**config.mk**
```make
export PLATFORM = sky130hd
export DESIGN_NAME = stable_sorted_priority_queue
export DESIGN_NICKNAME = d
export VERILOG_FILES = /design/src/design/ssq_pkg.sv /design/src/design/ssq_ctrl.sv /design/src/design/ssq_datapath.sv /design/src/design/stable_sorted_priority_queue.sv
export SDC_FILE = /design/constraint.sdc
export NUM_CORES = 2
export LEC_CHECK = 0
export BUFFER_PORTS_ARGS = -buffer_cell sky130_fd_sc_hd__buf_4
export CORE_ASPECT_RATIO = 1.25
export CORE_MARGIN = 1.5
export CORE_UTILIZATION = 50
export DETAILED_ROUTE_END_ITERATION = 7
export GPL_ROUTABILITY_DRIVEN = 0
export PLACE_DENSITY = 0.66
export SLEW_MARGIN = 20
export SYNTH_ARGS = -nofsm -noshare
export SYNTH_HDL_FRONTEND = slang
export SYNTH_SLANG_ARGS = --single-unit
```
**constraint.sdc**
```tcl
create_clock -name clk -period 4.01 [get_ports clk]
set_input_delay 0.6015 -clock clk [delete_from_list [all_inputs] [get_ports clk]]
set_output_delay 0.6015 -clock clk [all_outputs]
set_load 0.02 [all_outputs]
```
**src/design/ssq_pkg.sv**
```systemverilog
// Package for the stable sorted priority queue.
// Holds sizes, the request and result item types, and the control structs.
// No dependencies.
package ssq_pkg;

	localparam int QUEUE_DEPTH   = 32;
	localparam int PRIORITY_BITS = 8;
	localparam int TAG_BITS      = 16;
	localparam int CNT_W         = $clog2(QUEUE_DEPTH + 1);

	// Operation codes of a request item.
	localparam logic CMD_ENQ = 1'b0;
	localparam logic CMD_DEQ = 1'b1;

	typedef enum logic [1:0] {
		ST_DONE  = 2'd0,
		ST_EMPTY = 2'd1,
		ST_FULL  = 2'd2
	} status_t;

	typedef struct packed {
		logic                     cmd;
		logic [PRIORITY_BITS-1:0] task_priority;
		logic [TAG_BITS-1:0]      task_tag;
	} req_t;

	typedef struct packed {
		status_t                  status;
		logic [PRIORITY_BITS-1:0] out_priority;
		logic [TAG_BITS-1:0]      out_tag;
		logic [CNT_W-1:0]         entry_count;
		logic                     head_valid;
		logic [PRIORITY_BITS-1:0] head_priority;
		logic [TAG_BITS-1:0]      head_tag;
	} rsp_t;

	// Commands from the controller to the datapath.
	typedef struct packed {
		logic    load;
		logic    enq;
		logic    deq;
		status_t code;
	} dp_cmd_t;

	// Status from the datapath to the controller.
	typedef struct packed {
		logic full;
		logic empty;
	} dp_stat_t;

	typedef enum logic {
		CS_IDLE,
		CS_HOLD
	} ctrl_state_t;

endpackage

```
**src/design/ssq_ctrl.sv**
```systemverilog
// Controller of the stable sorted priority queue.
// Handles both handshakes and issues commands to the datapath; uses ssq_pkg.
module ssq_ctrl (
	input  logic             clk,
	input  logic             arst_n,
	input  logic             req_valid,
	input  logic             req_cmd,
	output logic             req_stall,
	output logic             rsp_valid,
	input  logic             rsp_stall,
	input  ssq_pkg::dp_stat_t stat,
	output ssq_pkg::dp_cmd_t  cmd
);

	ssq_pkg::ctrl_state_t state_q, state_d;
	logic accept;

	// A new item enters unless a held result is stalled.
	assign req_stall = (state_q == ssq_pkg::CS_HOLD) && rsp_stall;
	assign accept    = req_valid && !req_stall;

	// Next state: a result is held from acceptance until it is taken.
	always_comb begin
		state_d = state_q;
		unique case (state_q)
			ssq_pkg::CS_IDLE: begin
				if (accept) state_d = ssq_pkg::CS_HOLD;
			end
			ssq_pkg::CS_HOLD: begin
				if (accept) state_d = ssq_pkg::CS_HOLD;
				else if (!rsp_stall) state_d = ssq_pkg::CS_IDLE;
			end
			default: state_d = ssq_pkg::CS_IDLE;
		endcase
	end

	always_ff @(posedge clk or negedge arst_n) begin
		if (!arst_n) state_q <= ssq_pkg::CS_IDLE;
		else state_q <= state_d;
	end

	// Outputs: decide the operation and its status code.
	always_comb begin
		cmd.load = accept;
		cmd.enq  = 1'b0;
		cmd.deq  = 1'b0;
		cmd.code = ssq_pkg::ST_DONE;
		if (req_cmd == ssq_pkg::CMD_DEQ) begin
			if (stat.empty) cmd.code = ssq_pkg::ST_EMPTY;
			else cmd.deq = accept;
		end else begin
			if (stat.full) cmd.code = ssq_pkg::ST_FULL;
			else cmd.enq = accept;
		end
		rsp_valid = (state_q == ssq_pkg::CS_HOLD);
	end

endmodule

```
**src/design/ssq_datapath.sv**
```systemverilog
// Datapath of the stable sorted priority queue: a shift-register sorted list
// with parallel compare per slot, entry counter and result register. Uses ssq_pkg.
module ssq_datapath (
	input  logic              clk,
	input  logic              arst_n,
	input  ssq_pkg::req_t     req,
	input  ssq_pkg::dp_cmd_t  cmd,
	output ssq_pkg::dp_stat_t stat,
	output ssq_pkg::rsp_t     rsp
);

	localparam int D  = ssq_pkg::QUEUE_DEPTH;
	localparam int PW = ssq_pkg::PRIORITY_BITS;
	localparam int TW = ssq_pkg::TAG_BITS;
	localparam int CW = ssq_pkg::CNT_W;

	logic [PW-1:0] prio_q [D];
	logic [TW-1:0] tag_q  [D];
	logic [PW-1:0] prio_d [D];
	logic [TW-1:0] tag_d  [D];
	logic [D-1:0]  ge;
	logic [CW-1:0] count_q, count_d;
	ssq_pkg::rsp_t rsp_q;

	assign stat.full  = (count_q == CW'(D));
	assign stat.empty = (count_q == '0);

	// Each stored slot compares its priority with the new one.
	always_comb begin
		for (int k = 0; k < D; k++) begin
			ge[k] = (CW'(k) < count_q) && (prio_q[k] >= req.task_priority);
		end
	end

	// Slot update: hold, take the new entry, shift down on insert, shift up on removal.
	for (genvar k = 0; k < D; k++) begin : g_slot
		logic          ge_prev;
		logic [PW-1:0] prio_prev, prio_next;
		logic [TW-1:0] tag_prev, tag_next;

		if (k == 0) begin : g_first
			assign ge_prev   = 1'b0;
			assign prio_prev = req.task_priority;
			assign tag_prev  = req.task_tag;
		end else begin : g_rest
			assign ge_prev   = ge[k-1];
			assign prio_prev = prio_q[k-1];
			assign tag_prev  = tag_q[k-1];
		end

		if (k == D - 1) begin : g_last
			assign prio_next = prio_q[k];
			assign tag_next  = tag_q[k];
		end else begin : g_inner
			assign prio_next = prio_q[k+1];
			assign tag_next  = tag_q[k+1];
		end

		always_comb begin
			prio_d[k] = prio_q[k];
			tag_d[k]  = tag_q[k];
			if (cmd.enq && !ge[k]) begin
				if (ge_prev || (k == 0)) begin
					prio_d[k] = req.task_priority;
					tag_d[k]  = req.task_tag;
				end else begin
					prio_d[k] = prio_prev;
					tag_d[k]  = tag_prev;
				end
			end else if (cmd.deq) begin
				prio_d[k] = prio_next;
				tag_d[k]  = tag_next;
			end
		end

		always_ff @(posedge clk) begin
			prio_q[k] <= prio_d[k];
			tag_q[k]  <= tag_d[k];
		end
	end

	// Entry counter.
	always_comb begin
		count_d = count_q;
		if (cmd.enq) count_d = count_q + 1'b1;
		else if (cmd.deq) count_d = count_q - 1'b1;
	end

	always_ff @(posedge clk or negedge arst_n) begin
		if (!arst_n) count_q <= '0;
		else count_q <= count_d;
	end

	// Result register, loaded with the state after the step.
	always_ff @(posedge clk) begin
		if (cmd.load) begin
			rsp_q.status        <= cmd.code;
			rsp_q.out_priority  <= cmd.deq ? prio_q[0] : '0;
			rsp_q.out_tag       <= cmd.deq ? tag_q[0] : '0;
			rsp_q.entry_count   <= count_d;
			rsp_q.head_valid    <= (count_d != '0);
			rsp_q.head_priority <= (count_d != '0) ? prio_d[0] : '0;
			rsp_q.head_tag      <= (count_d != '0) ? tag_d[0] : '0;
		end
	end

	assign rsp = rsp_q;

	a_count_bound: assert property (@(posedge clk) disable iff (!arst_n)
		count_q <= CW'(D))
		else $error("entry count exceeds queue depth");

	a_enq_count: assert property (@(posedge clk) disable iff (!arst_n)
		cmd.enq |=> count_q == CW'($past(count_q) + 1'b1))
		else $error("enqueue did not raise the entry count");

	a_deq_count: assert property (@(posedge clk) disable iff (!arst_n)
		cmd.deq |=> count_q == CW'($past(count_q) - 1'b1))
		else $error("dequeue did not lower the entry count");

	a_head_order: assert property (@(posedge clk) disable iff (!arst_n)
		count_q >= CW'(2) |-> prio_q[0] >= prio_q[1])
		else $error("head priority below its successor");

endmodule

```
**src/design/stable_sorted_priority_queue.sv**
```systemverilog
// Stable sorted priority queue: one request item in, one result item out.
// A result is valid the cycle after its request is accepted.
// Throughput: one item per cycle; all slots compare and shift in parallel.
// A stalled result holds off the next request until it is taken.
// Reset clears the entry count and the handshake state; slot contents stay.
module stable_sorted_priority_queue (
	input  logic          clk,
	input  logic          arst_n,
	input  logic          req_valid,
	output logic          req_stall,
	input  ssq_pkg::req_t req,
	output logic          rsp_valid,
	input  logic          rsp_stall,
	output ssq_pkg::rsp_t rsp
);

	ssq_pkg::dp_cmd_t  cmd;
	ssq_pkg::dp_stat_t stat;

	ssq_ctrl u_ctrl (
		.clk       (clk),
		.arst_n    (arst_n),
		.req_valid (req_valid),
		.req_cmd   (req.cmd),
		.req_stall (req_stall),
		.rsp_valid (rsp_valid),
		.rsp_stall (rsp_stall),
		.stat      (stat),
		.cmd       (cmd)
	);

	ssq_datapath u_datapath (
		.clk    (clk),
		.arst_n (arst_n),
		.req    (req),
		.cmd    (cmd),
		.stat   (stat),
		.rsp    (rsp)
	);

endmodule
```
; ---- Yosys cells after proc, flatten, opt, wreduce, memory -nomap -nowiden
; Memory sizes are Yosys's and may differ from the RTL's.
; Cells that the tools add are included.
; W data, S select, Z words.
[op_classes]
n_eq_ne = 1
reduce_logical = 101
order_cmp = 64
addsub = 2
bitwise_logic = 1
muxes = 201
[ops]
columns = operator, n
row1 = $mux W16, 94
row2 = $mux W8, 94
row3 = $ge A8 B8 Y1, 32
row4 = $lt A5 B6 Y1 const A, 16
row5 = $logic_and A1 B1 Y1, 66
row6 = $lt A4 B6 Y1 const A, 8
row7 = $logic_not A1 Y1, 33
row8 = $lt A3 B6 Y1 const A, 4
row9 = $lt A1 B6 Y1 const A, 2
row10 = $lt A2 B6 Y1 const A, 2
row11 = $mux W6, 2
row12 = $mux W1, 8
row13 = $add A6 B1 Y6 const B, 1
row14 = $eq A6 B6 Y1 const B, 1
row15 = $logic_not A6 Y1, 1
row16 = $reduce_bool A6 Y1, 1
row17 = $sub A6 B1 Y6 const B, 1
row18 = $mux W2, 2
row19 = $pmux W1 S2, 1
row20 = $not A1 Y1, 1
[word_totals]
word_cells = 381
out_inout_bits = 59
mem_count = 2
ff_bits = 64
ram_bits = 768
[memory_table]
columns = name, depth, width, rd, rd_clocked_by_memory_dff, write_ports, line
row1 = u_datapath.tag_q, 32, 16, 32, 0, 32, ssq_datapath.sv:18  ; logic [TW-1:0] tag_q [D];
row2 = u_datapath.prio_q, 32, 8, 32, 0, 32, ssq_datapath.sv:17  ; logic [PW-1:0] prio_q [D];

; ---- Logic depth before layout (Yosys ltp)
[depth]
depth_word = 8
mapped_depth = 11

; ---- Cells and area by module
; A second synthesis with hierarchy kept.
[unflattened]
hier_cells = 5230
hier_area_um2 = 53854.2
[by_module_without_submodules]
columns = module, n_inst, area_each_um2, cells_per_inst, seq_area_each_um2
row1 = ssq_datapath, 1, 53761.6, 5221, 24683.7
row2 = ssq_ctrl, 1, 92.6, 9, 25.0

; ---- Least setup slack after synthesis
; OpenSTA, ideal clock, no wires.
[synth_timing]
kind = input -> register
startpoint = input req_valid
endpoint = memory u_datapath.prio_q[1][64] in the netlist's numbering, enable pin
t_arrival_ns = 3.723
slack_ns = -0.023
path_stages = 8
cell_sequence = a21bo_2 -> buf_2 -> clkinv_1 -> and3_1 -> clkbuf_1 -> clkbuf_1 -> clkbuf_1 -> or2_2
[synth_lines]
columns = item, line
row1 = from (decl), stable_sorted_priority_queue.sv:9  ; input logic req_valid,
row2 = to (decl), ssq_datapath.sv:17

==> results.sh <==
export IMPL_outcome="completed"
export IMPL_powerDensity_nw_per_um2=472
export IMPL_ios=88
export IMPL_drtIter0Drc=3355
export IMPL_required_ps=4430
export IMPL_grt_usage_pct=29.7
export IMPL_power_switching_mw=8.50
export IMPL_hpwl_um=106000
export IMPL_timing_hold_ws_ps=137
export IMPL_ant_nets=0
export IMPL_cts_setup_buffers=0
export IMPL_ys_ff_latch=832
export IMPL_maxCapViolCount=0
export IMPL_clkTransAtPathRegs_ps=60
export IMPL_p_leak_nw=22.4
export IMPL_syn_nets=5159
export IMPL_nets=5057
export IMPL_grt_pass1_wl_um=237000
export IMPL_rows=131
export IMPL_netlist_area_sq_um=51300
export IMPL_ys_types=64
export IMPL_initial_core_util_pct=50.4
export IMPL_io_buffers=87
export IMPL_grt_pass1_vias=38200
export IMPL_cts_path_max_buffers=3
export IMPL_fmax_ghz=0.285
export IMPL_grt_max_degree=74
export IMPL_cp_max_fo=36
export IMPL_clock_latency_ps=680
export IMPL_placed_area_sq_um=53600
export IMPL_ir_drop_v=0.000373
export IMPL_synthCells=4871
export IMPL_routedWlPerCell_um=25.6
export IMPL_yosysWarningCount=0
export IMPL_ys_flop_type="edfxtp_1"
export IMPL_yosysSeqAreaShare_pct=48.1
export IMPL_area_growth_pct=10.3
export IMPL_die_area_sq_um=105000
export IMPL_fin_crit_ps=3510
export IMPL_relSlewSlack_pct=37.4
export IMPL_wirelength_um=158000
export IMPL_cp_start_kind="flip-flop"
export IMPL_drc=0
export IMPL_synth_top_area_cell="edfxtp_1"
export IMPL_cp_end_kind="flip-flop"
export IMPL_final_fill_count=8804
export IMPL_worst_pin_slew_ps=939
export IMPL_core_sq_um=102000
export IMPL_cts_buffers=90
export IMPL_crit_arrival_ps=3930
export IMPL_setup_viol=0
export IMPL_seqPwrFrac_pct=43.6
export IMPL_cts_root_buf="clkbuf_16"
export IMPL_pwr_share_comb_pct=24.7
export IMPL_dieHeight_um=361
export IMPL_critPathKind="reg -> reg"
export IMPL_finalSetupTns_ps=0
export IMPL_p_int_mw=18.2
export IMPL_vias=39600
export IMPL_dr_pass1_iters=6
export IMPL_finalMaxSlewViolations=0
export IMPL_hp_class="in -> reg"
export IMPL_cts_num_sinks=832
export IMPL_synthArstFlopShare_pct=0.841
export IMPL_rsz0062_at_grt="false"
export IMPL_die_x_um=290
export IMPL_via_per_inst=6.42
export IMPL_drive_gt1_share_pct=15.1
export IMPL_hold_viol=0
export IMPL_htreeDepth=3
export IMPL_antenna_found_initial=3
export IMPL_finalInstanceArea_sq_um=56600
export IMPL_synth_top_area_share_pct=46.9
export IMPL_synth_edf_count=801
export IMPL_overflow=0
export IMPL_synth_area_leaders="edfxtp_1, mux2i_1, a21oi_1, ha_1, mux2_2"
export IMPL_p_sw_share_pct=31.8
export IMPL_min_period_over_period_pct=87.5
export IMPL_cts_tree="yes"
export IMPL_clockPowerShare_pct=31.7
export IMPL_final_setup_skew_ps=16.3
export IMPL_syn_area_per_cell_sq_um=10.5
-- registers in the layout, summed over array words and instances, names as in the netlist --
| name | cells |
|---|---|
| u_datapath.count_q | 6 |
| u_datapath.tag_q | 512 |
| u_ctrl.rsp_valid | 1 |
| u_datapath.rsp | 57 |
| u_datapath.prio_q | 256 |
-- through the flow --
step / setup slack, ps / cells / total power [mW] / utilization, %
floorplan: 186 / 4871 / 16.1 / -
global placement: 569 / 6006 / 18.1 / 52.6
global route: 271 / 6169 / 27.7 / 55.5
detailed placement: 524 / 6006 / 18.3 / 52.6
CTS: 528 / 6169 / 26.7 / 55.5
finish: 502 / 6173 / 26.7 / 55.5
-- layout make-up --
class	count	area (sq um)	area share, %
inverters	93	350	0.619
clock inverters	52	542	0.957
clock buffers	110	2410	4.25
flip-flops and latches	832	24700	43.6
diodes	4	10.0	0.0177
well taps	1330	1660	2.94
multi-input cells	3514	24900	44.0
repair buffers	238	2040	3.60
-- routing by layer --
metal / GRT usage (%) / share of wire, % / vias up
met5: 0 / 0.0051 / -
met4: 15.8 / 6.0 / 2
met3: 4.45 / 6.9 / 431
met2: 48.8 / 47 / 1678
met1: 37.6 / 40 / 19400
li1: - / - / 18100
-- critical path: stages (launching register included) --
cell,delay (ps)
dfrtp_1,460
inv_1,110
ha_1,330
or3b_1,590
a21o_1,570
a21oi_2,450
buf_4,340
mux2_2,380
-- final timing paths --
| path | start | slack, ps | cells past startpoint | to |
|---|---|---|---|---|
| worst max-delay path | u_datapath.count_q[0] | 500 | 7 | u_datapath.tag_q[1][15] |
| worst min-delay path | req_valid | 140 | 2 | u_ctrl.rsp_valid |
| worst max register to register | u_datapath.count_q[0] | 500 | 7 | u_datapath.tag_q[1][15] |
| worst min register to register | u_datapath.tag_q[1][249] | 540 | 1 | u_datapath.tag_q[1][233] |
| max in group asynchronous | arst_n | 3590 | 2 | u_datapath.count_q[5] |
| min in group asynchronous | arst_n | 280 | 2 | u_datapath.count_q[3] |
-- power groups by stage --
stage	Clock [mW]	Combinational (mW)	Sequential [mW]
final	8.49	6.59	11.7
after detailed placement	0	6.46	11.8
after global routing	8.87	7.16	11.7
after floorplan	0	4.69	11.4
after global placement	0	6.30	11.8
after CTS	8.58	6.50	11.6
-- layout by cell type, fill, tap and decap left out, types with 36 or more instances in the layout --
| cell type | instances |
|---|---|
| o2111ai_1 | 71 |
| a21o_1 | 58 |
| ha_1 | 259 |
| o211ai_1 | 36 |
| nand3_1 | 208 |
| and2_1 | 59 |
| a221oi_1 | 46 |
| clkbuf_16 | 90 |
| nor2_1 | 602 |
| mux2i_1 | 558 |
| a21oi_1 | 640 |
| nor3_1 | 45 |
| a31oi_1 | 51 |
| edfxtp_1 | 801 |
| o21ai_0 | 98 |
| nand2_1 | 170 |
| buf_4 | 217 |
| inv_1 | 85 |
| or3_1 | 52 |
| nand2b_1 | 39 |
| mux2_2 | 210 |
-- synth_stat cells (9+ instances only) --
cell type,n
nand2_1,170
nor2b_1,11
o221a_2,24
o21ai_0,100
and2_1,59
o2111ai_1,71
o21a_1,10
inv_1,92
or2_2,35
or3_1,52
buf_2,91
a2111oi_0,25
o221ai_1,27
edfxtp_1,801
mux2i_1,558
a21oi_1,651
mux2_2,210
a211o_1,9
a31oi_1,52
buf_1,18
nand4_1,26
a221oi_1,46
nand2b_1,39
a211oi_1,24
nand3_1,209
clkbuf_1,309
ha_1,259
a21o_1,58
nor2_1,602
and3_1,34
nor3_1,45
buf_4,12
o211ai_1,36
dfxtp_1,24
a21oi_2,32
-- repair_timing --
action                                 in CTS  in global routing
endpoints found under the hold margin       7                  0
hold buffers                                1                  0
resized for setup                           0                  0
-- kinds of logic (layout without fill, tap and decap cells) --
family                     Yosys count  in the layout  synth area share [%]
buffers and inverters              525            493                  4.18
and+or+nand+nor                   1296           1296                  11.5
AOI/OAI and AO/OA                 1190           1190                  14.4
DFF                                832            832                  48.1
muxes                              768            768                  15.5
xor gates and xnor gates             1              1                0.0171
other                                0              4                     0
adders and majority gates          259            259                  6.31
No activity file was read; power rests on OpenSTA's default activity.
